===== src/hw/rtl/itoa_pkg.sv =====
// itoa_pkg: shared types, codes and character constants for the integer to
// ASCII formatter. No dependencies; used by itoa_cell, itoa_seq and the top.
package itoa_pkg;

    // Radix the digit cells work in
    typedef enum logic [1:0] {
        RADIX_DEC,
        RADIX_HEX,
        RADIX_OCT
    } t_radix;

    // What every cell of the chain does in a cycle
    typedef enum logic [1:0] {
        CELL_HOLD,
        CELL_CLEAR,
        CELL_CONV,
        CELL_SHIFT
    } t_cell_op;

    // Control broadcast from the sequencer to the chain
    typedef struct packed {
        t_cell_op op;
        t_radix   radix;
    } t_chain_ctl;

    // Sequencer states
    typedef enum logic [3:0] {
        S_IDLE,
        S_CONV,
        S_ALIGN,
        S_SETUP,
        S_PFX0,
        S_PFX1,
        S_SIGN_LO,
        S_PAD,
        S_SIGN_HI,
        S_DIGITS
    } t_state;

    // Conversion kinds
    localparam logic [2:0] KIND_SDEC = 3'd0;
    localparam logic [2:0] KIND_UDEC = 3'd1;
    localparam logic [2:0] KIND_HEXL = 3'd2;
    localparam logic [2:0] KIND_HEXU = 3'd3;
    localparam logic [2:0] KIND_OCT  = 3'd4;
    localparam logic [2:0] KIND_PTR  = 3'd5;

    // Characters
    localparam logic [7:0] CH_ZERO    = 8'h30;
    localparam logic [7:0] CH_LOWER_A = 8'h61;
    localparam logic [7:0] CH_UPPER_A = 8'h41;
    localparam logic [7:0] CH_MINUS   = 8'h2D;
    localparam logic [7:0] CH_SPACE   = 8'h20;
    localparam logic [7:0] CH_X       = 8'h78;

    // Pointer form always shows this many hex digits
    localparam int PTR_DIGITS = 8;

    // Digit value to its ASCII character
    function automatic logic [7:0] digit_to_ascii(input logic [3:0] d, input logic upper);
        logic [7:0] base_ch;
        if (d < 4'd10) begin
            base_ch = CH_ZERO;
        end else begin
            base_ch = (upper ? CH_UPPER_A : CH_LOWER_A) - 8'd10;
        end
        return base_ch + {4'b0000, d};
    endfunction

endpackage


===== src/hw/rtl/integer_to_ascii_formatter.sv =====
// integer_to_ascii_formatter: top level. A row of DIGIT_SLOTS digit cells
// (itoa_cell) under one sequencer (itoa_seq). Depends on itoa_pkg.
//
// Formats one integer per input transfer as ASCII text, one character per
// output transfer, most significant first, tlast on the final character.
// An item goes through the accept, conversion (one value bit enters the cell
// row per cycle, shift-and-add-3 for decimal), shifting of leading zeros out
// of the top cell (at least one digit is kept), a setup state, then emission
// of each character as the receiver takes it. Input tready is high only
// between items; the last character can still wait in the output register
// while the next item converts.
module integer_to_ascii_formatter #(
    parameter int VALUE_BITS      = 32,
    parameter int MAX_FIELD_WIDTH = 32,
    parameter int DIGIT_SLOTS     = 11
) (
    input  logic i_clk,
    input  logic i_rst_n,
    // tdata: value [VALUE_BITS-1:0], pad_width [+5:+0], pad_zero [+6], zero fill
    input  logic [((VALUE_BITS + 7 + 7) / 8) * 8 - 1:0] s_axis_tdata,
    // tuser: req_type [2:0]
    input  logic [2:0] s_axis_tuser,
    input  logic       s_axis_tvalid,
    output logic       s_axis_tready,
    // tdata: char_out [7:0]
    output logic [7:0] m_axis_tdata,
    output logic       m_axis_tlast,
    output logic       m_axis_tvalid,
    input  logic       m_axis_tready
);

    itoa_pkg::t_chain_ctl ctl;
    logic                 conv_bit;
    logic [DIGIT_SLOTS:0] carry;      // top carry is overflow, dropped
    logic [3:0]           dig [DIGIT_SLOTS+1];

    assign carry[0] = conv_bit;
    assign dig[0]   = 4'd0;

    // Row of digit cells, cell 0 least significant
    for (genvar g = 0; g < DIGIT_SLOTS; g++) begin : g_cell
        itoa_cell u_cell (
            .i_clk      (i_clk),
            .i_ctl      (ctl),
            .i_bit      (carry[g]),
            .i_digit_dn (dig[g]),
            .o_carry    (carry[g+1]),
            .o_digit    (dig[g+1])
        );
    end

    itoa_seq #(
        .VALUE_BITS      (VALUE_BITS),
        .MAX_FIELD_WIDTH (MAX_FIELD_WIDTH),
        .DIGIT_SLOTS     (DIGIT_SLOTS)
    ) u_seq (
        .i_clk       (i_clk),
        .i_rst_n     (i_rst_n),
        .i_valid     (s_axis_tvalid),
        .o_ready     (s_axis_tready),
        .i_value     (s_axis_tdata[VALUE_BITS-1:0]),
        .i_kind      (s_axis_tuser),
        .i_pad_width (s_axis_tdata[VALUE_BITS+5:VALUE_BITS]),
        .i_pad_zero  (s_axis_tdata[VALUE_BITS+6]),
        .o_ctl       (ctl),
        .o_bit       (conv_bit),
        .i_top_digit (dig[DIGIT_SLOTS]),
        .o_valid     (m_axis_tvalid),
        .i_ready     (m_axis_tready),
        .o_char      (m_axis_tdata),
        .o_last      (m_axis_tlast)
    );

endmodule


===== src/hw/rtl/itoa_cell.sv =====
// itoa_cell: one digit cell of the conversion chain. Shift-and-add-3 in
// decimal, plain shift in hex and octal, and a shift-up for emission.
// Depends on itoa_pkg.
module itoa_cell (
    input  logic                 i_clk,
    input  itoa_pkg::t_chain_ctl i_ctl,
    input  logic                 i_bit,       // carry from the lower cell
    input  logic [3:0]           i_digit_dn,  // digit of the lower cell
    output logic                 o_carry,     // carry to the upper cell
    output logic [3:0]           o_digit
);

    logic [3:0] r_digit;
    logic [3:0] n_digit;
    logic [3:0] adj;
    logic [3:0] conv;

    // Conversion step: adjust (decimal only), then shift one bit in from below
    always_comb begin
        adj     = (r_digit >= 4'd5) ? r_digit + 4'd3 : r_digit;
        conv    = {r_digit[2:0], i_bit};
        o_carry = r_digit[3];
        unique case (i_ctl.radix)
            itoa_pkg::RADIX_DEC: begin
                conv    = {adj[2:0], i_bit};
                o_carry = adj[3];
            end
            itoa_pkg::RADIX_OCT: begin
                conv    = {1'b0, r_digit[1:0], i_bit};
                o_carry = r_digit[2];
            end
            default: begin
                conv    = {r_digit[2:0], i_bit};
                o_carry = r_digit[3];
            end
        endcase
    end

    // Next digit
    always_comb begin
        unique case (i_ctl.op)
            itoa_pkg::CELL_CLEAR: n_digit = 4'd0;
            itoa_pkg::CELL_CONV:  n_digit = conv;
            itoa_pkg::CELL_SHIFT: n_digit = i_digit_dn;
            default:              n_digit = r_digit;
        endcase
    end

    always_ff @(posedge i_clk) begin
        r_digit <= n_digit;
    end

    assign o_digit = r_digit;

endmodule


===== src/hw/rtl/itoa_seq.sv =====
// itoa_seq: sequencer of the formatter. Loads an item, drives the digit
// chain, then emits prefix, sign, padding and digits through an output
// register. Depends on itoa_pkg.
module itoa_seq #(
    parameter int VALUE_BITS      = 32,
    parameter int MAX_FIELD_WIDTH = 32,
    parameter int DIGIT_SLOTS     = 11
) (
    input  logic                  i_clk,
    input  logic                  i_rst_n,
    // item in
    input  logic                  i_valid,
    output logic                  o_ready,
    input  logic [VALUE_BITS-1:0] i_value,
    input  logic [2:0]            i_kind,
    input  logic [5:0]            i_pad_width,
    input  logic                  i_pad_zero,
    // chain
    output itoa_pkg::t_chain_ctl  o_ctl,
    output logic                  o_bit,
    input  logic [3:0]            i_top_digit,
    // characters out
    output logic                  o_valid,
    input  logic                  i_ready,
    output logic [7:0]            o_char,
    output logic                  o_last
);

    localparam int BW = $clog2(VALUE_BITS);
    localparam int WW = $clog2(MAX_FIELD_WIDTH + 1);
    localparam int CW = (WW > 6) ? WW : 6;
    localparam int LW = CW + 1;
    localparam int DW = $clog2(DIGIT_SLOTS + 1);

    itoa_pkg::t_state r_state, n_state;
    logic [VALUE_BITS-1:0] r_val, n_val;
    logic [BW-1:0]         r_bit, n_bit;
    logic [DW-1:0]         r_dcnt, n_dcnt;
    logic [CW-1:0]         r_width, n_width;
    logic [CW-1:0]         r_pad, n_pad;
    itoa_pkg::t_radix      r_radix, n_radix;
    logic                  r_upper, n_upper;
    logic                  r_prefix, n_prefix;
    logic                  r_sign, n_sign;
    logic                  r_zero, n_zero;
    logic                  r_o_valid, n_o_valid;
    logic [7:0]            r_o_char, n_o_char;
    logic                  r_o_last, n_o_last;

    logic                  adv;
    logic [CW-1:0]         w_in;
    logic [LW-1:0]         len;
    logic [CW-1:0]         pad_amt;
    itoa_pkg::t_cell_op    cell_op;

    // State and payload registers
    always_ff @(posedge i_clk) begin
        if (!i_rst_n) begin
            r_state   <= itoa_pkg::S_IDLE;
            r_o_valid <= 1'b0;
        end else begin
            r_state   <= n_state;
            r_o_valid <= n_o_valid;
        end
        r_val    <= n_val;
        r_bit    <= n_bit;
        r_dcnt   <= n_dcnt;
        r_width  <= n_width;
        r_pad    <= n_pad;
        r_radix  <= n_radix;
        r_upper  <= n_upper;
        r_prefix <= n_prefix;
        r_sign   <= n_sign;
        r_zero   <= n_zero;
        r_o_char <= n_o_char;
        r_o_last <= n_o_last;
    end

    // Padding still owed once the digit count is known
    always_comb begin
        len     = LW'(r_dcnt) + LW'(r_sign);
        pad_amt = (LW'(r_width) > len) ? CW'(LW'(r_width) - len) : '0;
        w_in    = CW'(i_pad_width);
    end

    // Next state, chain control and character output
    always_comb begin
        n_state   = r_state;
        n_val     = r_val;
        n_bit     = r_bit;
        n_dcnt    = r_dcnt;
        n_width   = r_width;
        n_pad     = r_pad;
        n_radix   = r_radix;
        n_upper   = r_upper;
        n_prefix  = r_prefix;
        n_sign    = r_sign;
        n_zero    = r_zero;
        n_o_char  = r_o_char;
        n_o_last  = r_o_last;
        cell_op   = itoa_pkg::CELL_HOLD;
        adv       = !r_o_valid || i_ready;
        n_o_valid = r_o_valid && !i_ready;
        o_ready   = 1'b0;

        unique case (r_state)
            itoa_pkg::S_IDLE: begin
                o_ready = 1'b1;
                if (i_valid) begin
                    cell_op  = itoa_pkg::CELL_CLEAR;
                    n_val    = i_value;
                    n_bit    = '0;
                    n_dcnt   = DW'(DIGIT_SLOTS);
                    n_sign   = 1'b0;
                    n_upper  = 1'b0;
                    n_prefix = 1'b0;
                    n_radix  = itoa_pkg::RADIX_DEC;
                    n_zero   = i_pad_zero;
                    n_width  = (w_in > CW'(MAX_FIELD_WIDTH)) ? CW'(MAX_FIELD_WIDTH) : w_in;
                    unique case (i_kind)
                        itoa_pkg::KIND_SDEC: begin
                            if (i_value[VALUE_BITS-1]) begin
                                n_sign = 1'b1;
                                n_val  = ~i_value + VALUE_BITS'(1);
                            end
                        end
                        itoa_pkg::KIND_HEXL: n_radix = itoa_pkg::RADIX_HEX;
                        itoa_pkg::KIND_HEXU: begin
                            n_radix = itoa_pkg::RADIX_HEX;
                            n_upper = 1'b1;
                        end
                        itoa_pkg::KIND_OCT: n_radix = itoa_pkg::RADIX_OCT;
                        itoa_pkg::KIND_PTR: begin
                            n_radix  = itoa_pkg::RADIX_HEX;
                            n_prefix = 1'b1;
                            n_width  = CW'(itoa_pkg::PTR_DIGITS);
                            n_zero   = 1'b1;
                        end
                        default: ;  // unsigned decimal and unused kinds
                    endcase
                    n_state = itoa_pkg::S_CONV;
                end
            end

            // One value bit into the chain per cycle, most significant first
            itoa_pkg::S_CONV: begin
                cell_op = itoa_pkg::CELL_CONV;
                n_val   = {r_val[VALUE_BITS-2:0], 1'b0};
                n_bit   = r_bit + BW'(1);
                if (r_bit == BW'(VALUE_BITS - 1)) begin
                    n_state = itoa_pkg::S_ALIGN;
                end
            end

            // Shift leading zeros out of the top cell; keep at least one digit
            itoa_pkg::S_ALIGN: begin
                if (i_top_digit == 4'd0 && r_dcnt > DW'(1)) begin
                    cell_op = itoa_pkg::CELL_SHIFT;
                    n_dcnt  = r_dcnt - DW'(1);
                end else begin
                    n_state = itoa_pkg::S_SETUP;
                end
            end

            itoa_pkg::S_SETUP: begin
                n_pad = pad_amt;
                if (r_prefix) begin
                    n_state = itoa_pkg::S_PFX0;
                end else if (r_sign && r_zero) begin
                    n_state = itoa_pkg::S_SIGN_LO;
                end else if (pad_amt != '0) begin
                    n_state = itoa_pkg::S_PAD;
                end else if (r_sign) begin
                    n_state = itoa_pkg::S_SIGN_HI;
                end else begin
                    n_state = itoa_pkg::S_DIGITS;
                end
            end

            itoa_pkg::S_PFX0: begin
                if (adv) begin
                    n_o_valid = 1'b1;
                    n_o_char  = itoa_pkg::CH_ZERO;
                    n_o_last  = 1'b0;
                    n_state   = itoa_pkg::S_PFX1;
                end
            end

            itoa_pkg::S_PFX1: begin
                if (adv) begin
                    n_o_valid = 1'b1;
                    n_o_char  = itoa_pkg::CH_X;
                    n_o_last  = 1'b0;
                    n_state   = (r_pad != '0) ? itoa_pkg::S_PAD : itoa_pkg::S_DIGITS;
                end
            end

            // Minus ahead of zero padding
            itoa_pkg::S_SIGN_LO: begin
                if (adv) begin
                    n_o_valid = 1'b1;
                    n_o_char  = itoa_pkg::CH_MINUS;
                    n_o_last  = 1'b0;
                    n_state   = (r_pad != '0) ? itoa_pkg::S_PAD : itoa_pkg::S_DIGITS;
                end
            end

            itoa_pkg::S_PAD: begin
                if (adv) begin
                    n_o_valid = 1'b1;
                    n_o_char  = r_zero ? itoa_pkg::CH_ZERO : itoa_pkg::CH_SPACE;
                    n_o_last  = 1'b0;
                    n_pad     = r_pad - CW'(1);
                    if (r_pad == CW'(1)) begin
                        n_state = (r_sign && !r_zero) ? itoa_pkg::S_SIGN_HI
                                                      : itoa_pkg::S_DIGITS;
                    end
                end
            end

            // Minus after space padding
            itoa_pkg::S_SIGN_HI: begin
                if (adv) begin
                    n_o_valid = 1'b1;
                    n_o_char  = itoa_pkg::CH_MINUS;
                    n_o_last  = 1'b0;
                    n_state   = itoa_pkg::S_DIGITS;
                end
            end

            // Digits leave from the top cell while the chain shifts up
            itoa_pkg::S_DIGITS: begin
                if (adv) begin
                    cell_op   = itoa_pkg::CELL_SHIFT;
                    n_o_valid = 1'b1;
                    n_o_char  = itoa_pkg::digit_to_ascii(i_top_digit, r_upper);
                    n_o_last  = (r_dcnt == DW'(1));
                    n_dcnt    = r_dcnt - DW'(1);
                    if (r_dcnt == DW'(1)) begin
                        n_state = itoa_pkg::S_IDLE;
                    end
                end
            end

            default: n_state = itoa_pkg::S_IDLE;
        endcase
    end

    assign o_ctl.op    = cell_op;
    assign o_ctl.radix = r_radix;
    assign o_bit       = r_val[VALUE_BITS-1];
    assign o_valid     = r_o_valid;
    assign o_char      = r_o_char;
    assign o_last      = r_o_last;

endmodule

===== config.mk =====
export PLATFORM = sky130hd
export DESIGN_NAME = integer_to_ascii_formatter
export DESIGN_NICKNAME = d
export VERILOG_FILES = /design/src/hw/rtl/itoa_pkg.sv /design/src/hw/rtl/integer_to_ascii_formatter.sv /design/src/hw/rtl/itoa_cell.sv /design/src/hw/rtl/itoa_seq.sv
export SDC_FILE = /design/constraint.sdc
export NUM_CORES = 1
export LEC_CHECK = 0
export BUFFER_PORTS_ARGS = -buffer_cell sky130_fd_sc_hd__buf_4
export CAP_MARGIN = 5
export CELL_PAD_IN_SITES_DETAIL_PLACEMENT = 0
export CELL_PAD_IN_SITES_GLOBAL_PLACEMENT = 1
export CORE_MARGIN = 3
export CORE_UTILIZATION = 35
export DETAILED_ROUTE_END_ITERATION = 6
export GPL_TIMING_DRIVEN = 0
export MAX_ROUTING_LAYER = met4
export PLACE_DENSITY_LB_ADDON = 0.1
export SLEW_MARGIN = 0
export SYNTH_ARGS = -nofsm -noshare
export SYNTH_HDL_FRONTEND = slang
export SYNTH_SLANG_ARGS = --single-unit

===== constraint.sdc =====
create_clock -name i_clk -period 3.1 [get_ports i_clk]
set_clock_uncertainty 0.1 [all_clocks]
set_input_delay 0.62 -clock i_clk [delete_from_list [all_inputs] [get_ports i_clk]]
set_output_delay 0.62 -clock i_clk [all_outputs]
set_load 0.005 [all_outputs]

==> qor.yml, run 1 <==
result_of_the_run: "finished clean"
post_route_cells_drive_above_1_share: 0.130
postSynthCellCount: 814
synth-adder-area-share: 0.0685
finalWeightedCongestion: 0.866
synth_cell_count_leaders: "edfxtp_1 (112), o21ai_0 (86), nand2_1 (85), nor2_1 (83), a21oi_1 (67)"
post_synth_and_or_nand_nor_area_fraction: 0.189
maxCapViolCount: 0
area_growth_pct: 19.1
synth_top_family_by_area: "simple AND/OR/NAND/NOR gates"
route.detailed.vias_per_inst: 5.27
critical_path.max_stage_delay_ns: 0.46
first_global_vias: 6287
critical_path_peak_fanout: 4
fin_util: 0.430
floorplan.die.width_um: 154
async_set_reset_flop_share_out_of_synthesis: 0
place.detailed.hpwl_mm: 13.9
clock_buffer_count_from_cts: 17
starting_utilization_of_the_core_area: 0.361
crit_path_frequent_cell: "ha_1"
worst_hold_path_type: "in -> reg"
mapped_nets: 901
fillers: 2070
synth_most_common_cell: "edfxtp_1"
timing.final.crit_share: 0.965
postSynthAreaPerCell_um2: 9.43
dpl-instance-area_mm2: 0.00844
worst_slew_pin_slew_ns: 0.900
initial_antenna_violation_count: 0
design.die.area_mm2: 0.0237
maximum_vdd_drop_v: 0.000415
yosys_warnings: 0
final_hold_viol_count: 0
tritoncts: "done"
worst_setup_path_end_kind: "flop"
core-area_mm2: 0.0213
floorplan.io_pins: 58
fp.dieH_um: 154
detail_route.drc_violations: 0
fp-row-count: 53
clk-insertion-delay-late_ns: 0.42
synth_top_area_share: 0.438
detail_route.wirelength_mm: 20.2
synth_compound_gate_area_share: 0.175
post_synthesis_cell_type_count: 67
synth_xor_area_frac: 0.0616
synth_mux_area_frac: 0.00929
worstPathRequired_ns: 3.30
register_bit_total_from_synthesis: 117
setup_viol_count_final: 0
wire_length_of_the_first_global_routing_pass_mm: 32.5
critical-path-slowest-cell: "fa_1"
holdPathStages: 2
fin_nets: 979
number_of_drc_markers_in_iteration_0: 411
power_density_over_cell_area_mw_per_mm2: 1020
cp-start-kind: "flop"
timing.final.max_slew_violations: 0
cellLeakagePower_nw: 3.40
clock_tree.root_cell: "clkbuf_16"
final_area_mm2: 0.00914
worst_ep_arrival_ns: 3.19
max_slew_margin: 0.396
avgRoutedWirePerCell_um: 17.1
clock_sinks: 117
num_vias: 6214
number_of_synthesized_flops_with_an_enable_pin: 112
whs_ns: 0.377
detail_route.first_pass.iterations: 4
synthDominantAreaCellType: "edfxtp_1"
grt.total_usage: 0.176
synthesis.area_mm2: 0.00767
cts.path.max_buffers: 2
fmax_ghz: 0.334
antenna-diode-count: 0
grt_overflow: 0
port-buffer-count: 56
ctsHtreeMaxLevel: 4
ant_nets: 0
clk_pin_slew_worst_paths_ns: 0.06
min_period_ns: 2.99
ys_seq_area_frac: 0.451
worst_path_cell_trace: "ha_1, ha_1, fa_1, nand2b_1, a21oi_1, xor2_1, o32ai_2, nand3_1, a311o_1"
worstSetupPathType: "reg -> reg"
rr_worst_depth: 9
grt_max_degree: 40
cell_types_with_the_largest_area_share_after_synthesis: "edfxtp_1 (44%), ha_1 (6.2%), o21ai_0 (5.6%), a21oi_1 (4.4%), nand2_1 (4.2%)"
synth_top_flop_cell: "edfxtp_1"
==> state kept, by name, summed over array words and instances (netlist names) <==
| signal | flops |
|---|---|
| g_cell.u_cell.o_digit | 44 |
| u_seq.r_upper | 1 |
| u_seq.o_char | 8 |
| u_seq.r_prefix | 1 |
| u_seq.r_bit | 5 |
| u_seq.o_last | 1 |
| u_seq.r_state | 4 |
| u_seq.r_dcnt | 4 |
| u_seq.r_zero | 1 |
| u_seq.r_radix | 2 |
| u_seq.r_pad | 6 |
| u_seq.r_sign | 1 |
| u_seq.r_width | 6 |
| u_seq.o_valid | 1 |
| u_seq.r_val | 32 |
==> cell families after synthesis <==
family | count (synthesis)
simple gates | 286
compound gates | 224
mux | 7
flops | 117
other cells | 1
xor+xnor | 54
fa+ha+maj | 41
buf+inv | 84
==> power by group <==
part	leakage, nW	total (mW)	switching, mW	internal, mW
registers	1.13	3.33	0.521	2.81
clock network	0.308	2.22	0.722	1.49
logic	1.96	3.82	2.36	1.46
==> cell usage in the layout (no fill, tap or decap), drive strengths merged, types with 6 or more instances in the layout <==
cell	count
inv	47
clkbuf	46
nor4b	9
ha	38
nand2	85
nand2b	26
nor2b	11
or4	6
bufinv	6
a21oi	67
nor2	83
mux2i	6
and2	9
buf	69
xnor2	28
or2	7
nor3	9
nor4	9
a22o	20
a31oi	8
xor2	26
o21ai	88
o31ai	7
edfxtp	112
nand3	12
==> metrics by stage <==
step | power (mW) | worst slack, ns | TNS, ns | instances
after floorplan | 5.93 | 0.176 | 0 | 814
after global placement | 7.00 | -0.643 | -28.30 | 1145
after detailed placement | 7.11 | -0.688 | -30.27 | 1145
after CTS | 9.40 | 0.0243 | 0 | 1178
after global routing | 10.1 | -0.0160 | -0.0160 | 1180
final | 9.37 | 0.108 | 0 | 1180
==> per-layer routing <==
layer  vias to the layer above  GRT usage  part of all wire
li1                       3092          -                 -
met1                      2979      0.219              0.46
met2                       122      0.292              0.48
met3                        21     0.0329             0.039
met4                         0     0.0555             0.012
met5                         -          -                 0
==> path summary, 6_finish.rpt <==
path                                        from          endpoint  slack, ns
worst max-delay path                u_seq.r_sign  u_seq.r_state[1]       0.11
worst min-delay path            s_axis_tdata[38]      u_seq.r_zero       0.38
worst max register to register      u_seq.r_sign  u_seq.r_state[1]       0.11
worst min register to register   u_seq.r_val[30]   u_seq.r_val[31]       0.42
==> timing repair <==
| item | 4_1_cts | 5_1_grt |
|---|---|---|
| resized for setup | 5 | 8 |
| setup endpoints to repair | 46 | 79 |
| hold buffers | 0 | 0 |
| gates cloned | 1 | 0 |
| pin swaps | 1 | 1 |
| setup buffers | 0 | 2 |
==> cell type report <==
type | count | area (um^2) | area share
clock inverters | 12 | 208 | 0.0227
clock buffers | 20 | 437 | 0.0478
inverters | 47 | 176 | 0.0193
well taps | 275 | 344 | 0.0376
flip-flops and latches | 117 | 3460 | 0.379
plain buffers | 37 | 175 | 0.0192
repair buffers | 58 | 435 | 0.0476
multi-input cells | 614 | 3910 | 0.427
==> worst max-delay path, delay by kind of cell, from the launching register on <==
kind,cells,cell delay [ns]
fa+ha+maj,3,1.06
compound gates,3,0.89
flops,1,0.40
simple gates,2,0.30
xor+xnor,1,0.12
(Power assumes the default switching activity.)
==> inputs of run 2 (changes only) <==
CORE_MARGIN = unset   (was 3)
PLACE_DENSITY = 0.64   (was unset)
PLACE_DENSITY_LB_ADDON = unset   (was 0.1)
==> run 2 against run 1 <==
  * Design area decreased by 0.47%
  * Die area decreased by 5.1%
  * Via count decreased by 1.1%
  * Sequential power about the same
  * Register-to-register slack improved by 0.14 ns
  * Sequential share of layout area increased by 0.18 points
  * Sequential cell count unchanged
  * Worst setup slack improved by 0.14 ns
  * Total power decreased by 3.5%
  * Critical path depth decreased by 3
  * Clock-buffer cell count decreased by 3
  * Largest cell class unchanged
  * Largest power group unchanged
==> qor.yml, run 2 (synthesis results as in run 1) <==
result_of_the_run: "finished clean"
placement.setup.worst_slack_ns: -0.718
clk_pin_slew_worst_paths_ns: 0.06
wire_length_of_the_first_global_routing_pass_mm: 30.7
avgRoutedWirePerCell_um: 16.1
grt.total_usage: 0.184
critical_path.max_stage_delay_ns: 0.57
fp-row-count: 53
clock_buffer_count_from_cts: 17
cp-start-kind: "flop"
route.detailed.vias_per_inst: 5.21
fin_util: 0.428
area_growth_pct: 18.6
worst_slew_pin_slew_ns: 0.859
min_period_ns: 2.86
clock_sinks: 117
starting_utilization_of_the_core_area: 0.361
final_critical_path_setup_slack_ns: 0.243
maximum_vdd_drop_v: 0.000439
cellLeakagePower_nw: 3.38
floorplan.die.width_um: 150
clock_power_share: 0.215
worst_ep_arrival_ns: 2.84
initial_antenna_violation_count: 0
critical-path-slowest-cell: "nor4_1"
holdBufCountCts: 0
max_slew_margin: 0.424
power.share.sequential: 0.369
fp.dieH_um: 150
dpl-instance-area_mm2: 0.00844
detail_route.drc_violations: 0
fin_nets: 978
cpLargestDelayFamily: "simple AND/OR/NAND/NOR gates"
share_comb_of_total_power: 0.416
multiInputGateArea_mm2: 0.00393
ctsHtreeMaxLevel: 4
most-common-layout-cells: "edfxtp_1 (112), o21ai_0 (86), nand2_1 (84), nor2_1 (83), a21oi_1 (67)"
clk-insertion-delay-late_ns: 0.42
timing.final.crit_share: 0.922
first_global_vias: 5798
ant_nets: 0
worst_hold_path_type: "in -> reg"
power_density_over_cell_area_mw_per_mm2: 994
worstPathRequired_ns: 3.08
worst_setup_path_end_kind: "flop"
grt_overflow: 0
num_vias: 6146
largest_register_ffs: 44
floorplan.io_pins: 58
fillers: 2133
place.detailed.hpwl_mm: 13.2
worstSetupPathType: "reg -> reg"
switching_share: 0.396
ff_latch_area_mm2: 0.00346
maxCapViolCount: 0
cts.path.max_buffers: 2
port-buffer-count: 56
antenna-diode-count: 0
internal-power_mw: 5.47
setup_viol_count_final: 0
tritoncts: "done"
number_of_drc_markers_in_iteration_0: 428
timing.final.max_slew_violations: 0
grt_max_degree: 40
detail_route.wirelength_mm: 19.0
final_area_mm2: 0.00910
clock_tree.root_cell: "clkbuf_16"
critical_path_peak_fanout: 39
report.power.total_mw: 9.05
fmax_ghz: 0.350
design.die.area_mm2: 0.0225
grt_setup_unrepaired: "no"
final_hold_viol_count: 0
detail_route.first_pass.iterations: 5
worst_path_cell_trace: "buf_2, buf_1, nor4_1, nand2_1, nand2_8, or2_4"
whs_ns: 0.366
final_common_cell: "edfxtp_1"
core-area_mm2: 0.0213
post_route_cells_drive_above_1_share: 0.139
finalWeightedCongestion: 0.821
worstPathBufferInverterCount: 2
switching_power_mw: 3.58
run 2: changes by cell type in the layout (fill, tap and decap cells not counted), moves of 2 or more:
| cell | previous run | this run |
|---|---|---|
| bufinv_16 | 6 | 2 |
| clkbuf_1 | 25 | 22 |
| clkinv_1 | 4 | 1 |
| clkinv_2 | 1 | 3 |
| clkinv_4 | 0 | 6 |
| ha_1 | 38 | 36 |
| ha_4 | 0 | 2 |
| inv_6 | 0 | 2 |
run 2: layout make-up:
type,instances,share of cell area
buffer,37,0.0192
clock buffer,17,0.0467
clock inverter,15,0.0172
inverter,47,0.0194
multi-input combinational,614,0.432
sequential,117,0.381
tap,275,0.0378
timing repair buffer,57,0.0470
run 2: through the flow:
stage / TNS [ns] / cells
after detailed placement: -31.49 / 1145
after floorplan: 0 / 814
after CTS: 0 / 1178
final: 0 / 1179
after global routing: 0 / 1179
after global placement: -31.76 / 1145
run 2: path summary, 6_finish.rpt:
| path | cells after the start | slack, ns | startpoint | endpoint |
|---|---|---|---|---|
| setup / recovery | 6 | 0.24 | u_seq.r_state[0] | g_cell[9].u_cell.o_digit[0] |
| setup reg to reg | 6 | 0.24 | u_seq.r_state[0] | g_cell[9].u_cell.o_digit[0] |
| hold reg to reg | 2 | 0.43 | u_seq.r_val[4] | u_seq.r_val[5] |
| hold / removal | 2 | 0.37 | s_axis_tdata[38] | u_seq.r_zero |
run 2: routing by layer:
layer	GRT usage	part of all wire
met5	-	0
met4	0.0591	0.011
met3	0.0293	0.040
met2	0.287	0.46
met1	0.244	0.49
run 2: what timing repair did:
action | CTS | global route
pin swaps | 0 | 1
buffers inserted | 0 | 1
setup endpoints to repair | 45 | 50
gates resized for setup | 4 | 13
cloned | 1 | 0
run 2: power by group through the flow:
stage | Clock, mW | Combinational, mW | Sequential (mW)
finish | 1.95 | 3.76 | 3.34
detailed placement | 0 | 3.67 | 3.37
CTS | 1.98 | 3.75 | 3.34
floorplan | 0 | 2.74 | 3.20
global placement | 0 | 3.66 | 3.38
global route | 2.05 | 4.28 | 3.44
==> inputs of run 3 (changes only) <==
CELL_PAD_IN_SITES_DETAIL_PLACEMENT = unset   (was 0)
CELL_PAD_IN_SITES_GLOBAL_PLACEMENT = unset   (was 1)
PLACE_DENSITY = 0.52   (was 0.64)
SLEW_MARGIN = 10   (was 0)
==> run 3 against run 2 <==
  * Fmax down 2.0%
  * Die area unchanged
  * Clock-buffer cell count grew 1
  * Clock power increased by 2%
  * Largest power group unchanged
==> qor.yml, run 3 (synthesis results as in run 1) <==
most-common-layout-cells: "edfxtp_1 (112), o21ai_0 (86), nand2_1 (84), nor2_1 (83), a21oi_1 (66)"
power.share.sequential: 0.368
worst_ep_arrival_ns: 3.10
floorplan.io_pins: 58
internal-power_mw: 5.53
worst_path_cell_trace: "inv_1, ha_1, nor3b_1, o311ai_0, o21ai_1, buf_1, a22o_1"
cts.path.max_buffers: 2
cp-start-kind: "flop"
timing.final.crit_share: 0.941
tns_ns: 0
switching_share: 0.390
grt_max_degree: 45
worstPathRequired_ns: 3.29
critical-path-slowest-cell: "buf_1"
fmax_ghz: 0.343
report.power.total_mw: 9.07
detail_route.wirelength_mm: 18.7
area_growth_pct: 18.6
largest_register_ffs: 44
switching_power_mw: 3.54
max_slew_margin: 0.372
critical_path.max_stage_delay_ns: 0.53
dpl-instance-area_mm2: 0.00844
share_comb_of_total_power: 0.412
fp.dieH_um: 150
worst_slew_pin_slew_ns: 0.937
clock_sinks: 117
avgRoutedWirePerCell_um: 15.8
maxCapViolCount: 0
ctsHtreeMaxLevel: 4
worst_hold_path_type: "in -> reg"
grt_overflow: 0
maximum_vdd_drop_v: 0.000421
timing.final.max_slew_violations: 0
core-area_mm2: 0.0213
critical_path_peak_fanout: 10
fin_nets: 980
worstPathBufferInverterCount: 2
worstSetupPathType: "reg -> reg"
design.die.area_mm2: 0.0225
clock_power_share: 0.220
final_common_cell: "edfxtp_1"
power_density_over_cell_area_mw_per_mm2: 997
tritoncts: "done"
antenna-diode-count: 0
cellLeakagePower_nw: 3.37
wire_length_of_the_first_global_routing_pass_mm: 30.2
ant_nets: 0
number_of_drc_markers_in_iteration_0: 343
first_global_vias: 5841
starting_utilization_of_the_core_area: 0.361
post_route_cells_drive_above_1_share: 0.136
result_of_the_run: "finished clean"
cpLargestDelayFamily: "compound AO/OA/AOI/OAI gates"
clock_tree.root_cell: "clkbuf_16"
num_vias: 6133
clock_buffer_count_from_cts: 17
fp-row-count: 53
setup_viol_count_final: 0
final_area_mm2: 0.00910
clk_pin_slew_worst_paths_ns: 0.06
final_hold_viol_count: 0
detail_route.drc_violations: 0
min_period_ns: 2.92
initial_antenna_violation_count: 0
floorplan.die.width_um: 150
route.detailed.vias_per_inst: 5.20
grt_setup_unrepaired: "yes"
place.detailed.hpwl_mm: 13.0
detail_route.first_pass.iterations: 5
port-buffer-count: 56
finalWeightedCongestion: 0.833
grt.total_usage: 0.181
fillers: 2072
clk-insertion-delay-late_ns: 0.43
worst_setup_path_end_kind: "flop"
[run 3: cell types whose count changed in the layout (fill, tap and decap cells not counted), sizes merged]
cell / before / now
bufinv: 2 / 3
inv: 49 / 48
buf: 68 / 71
clkinv: 10 / 5
clkinvlp: 1 / 4
[run 3: path summary, 6_finish.rpt]
path                                start                           to  slack, ns  cells after the start
max          g_cell[10].u_cell.o_digit[1]  g_cell[3].u_cell.o_digit[0]       0.18                      7
min                      s_axis_tdata[38]                 u_seq.r_zero       0.35                      2
max reg2reg  g_cell[10].u_cell.o_digit[1]  g_cell[3].u_cell.o_digit[0]       0.18                      7
min reg2reg               u_seq.r_val[30]              u_seq.r_val[31]       0.43                      2
[run 3: repair_timing]
item | in CTS | in global routing
hold endpoints to repair | 0 | 0
buffers inserted | 0 | 3
cloned | 0 | 1
pin swaps | 0 | 1
hold buffers | 0 | 0
gates resized for setup | 3 | 10
endpoints found under the setup margin | 45 | 68
[run 3: power by group through the flow]
| stage | logic [mW] | clock network [mW] | registers, mW |
|---|---|---|---|
| final | 3.74 | 1.99 | 3.34 |
| after global routing | 4.27 | 2.09 | 3.44 |
| after detailed placement | 3.66 | 0 | 3.38 |
| after global placement | 3.63 | 0 | 3.38 |
| after CTS | 3.70 | 2.04 | 3.35 |
| after floorplan | 2.74 | 0 | 3.20 |
[run 3: per-layer routing]
metal	up-vias	global-route usage	wire length, um
met4	0	0.0742	282
met1	2875	0.232	8990
met2	146	0.281	8580
met3	21	0.0329	832
met5	-	-	0
li1	3091	-	-
[run 3: area by class of cell]
class | count | area, um^2 | share of cell area
repair buffers | 59 | 443 | 0.0487
flip-flops and latches | 117 | 3460 | 0.380
clock buffers | 18 | 429 | 0.0471
clock inverters | 13 | 159 | 0.0175
plain buffers | 37 | 173 | 0.0190
inverters | 47 | 176 | 0.0194
multi-input cells | 614 | 3920 | 0.430
well taps | 275 | 344 | 0.0378
[run 3: worst reg2reg max path: stages (launching register included)]
cell and delay [ns]:
edfxtp_1 0.46, inv_1 0.23, ha_1 0.27, nor3b_1 0.23, o311ai_0 0.25, o21ai_1 0.46, buf_1 0.53, a22o_1 0.25
[run 3: through the flow]
stage / worst slack [ns] / utilization / hold WS, ns / std cells
after floorplan: 0.176 / - / 0.384 / 814
after global placement: -0.713 / 0.397 / 0.405 / 1145
after detailed placement: -0.595 / 0.397 / 0.408 / 1145
after CTS: 0.00424 / 0.425 / 0.339 / 1176
after global routing: -0.0427 / 0.428 / 0.351 / 1180
final: 0.184 / 0.428 / 0.354 / 1180
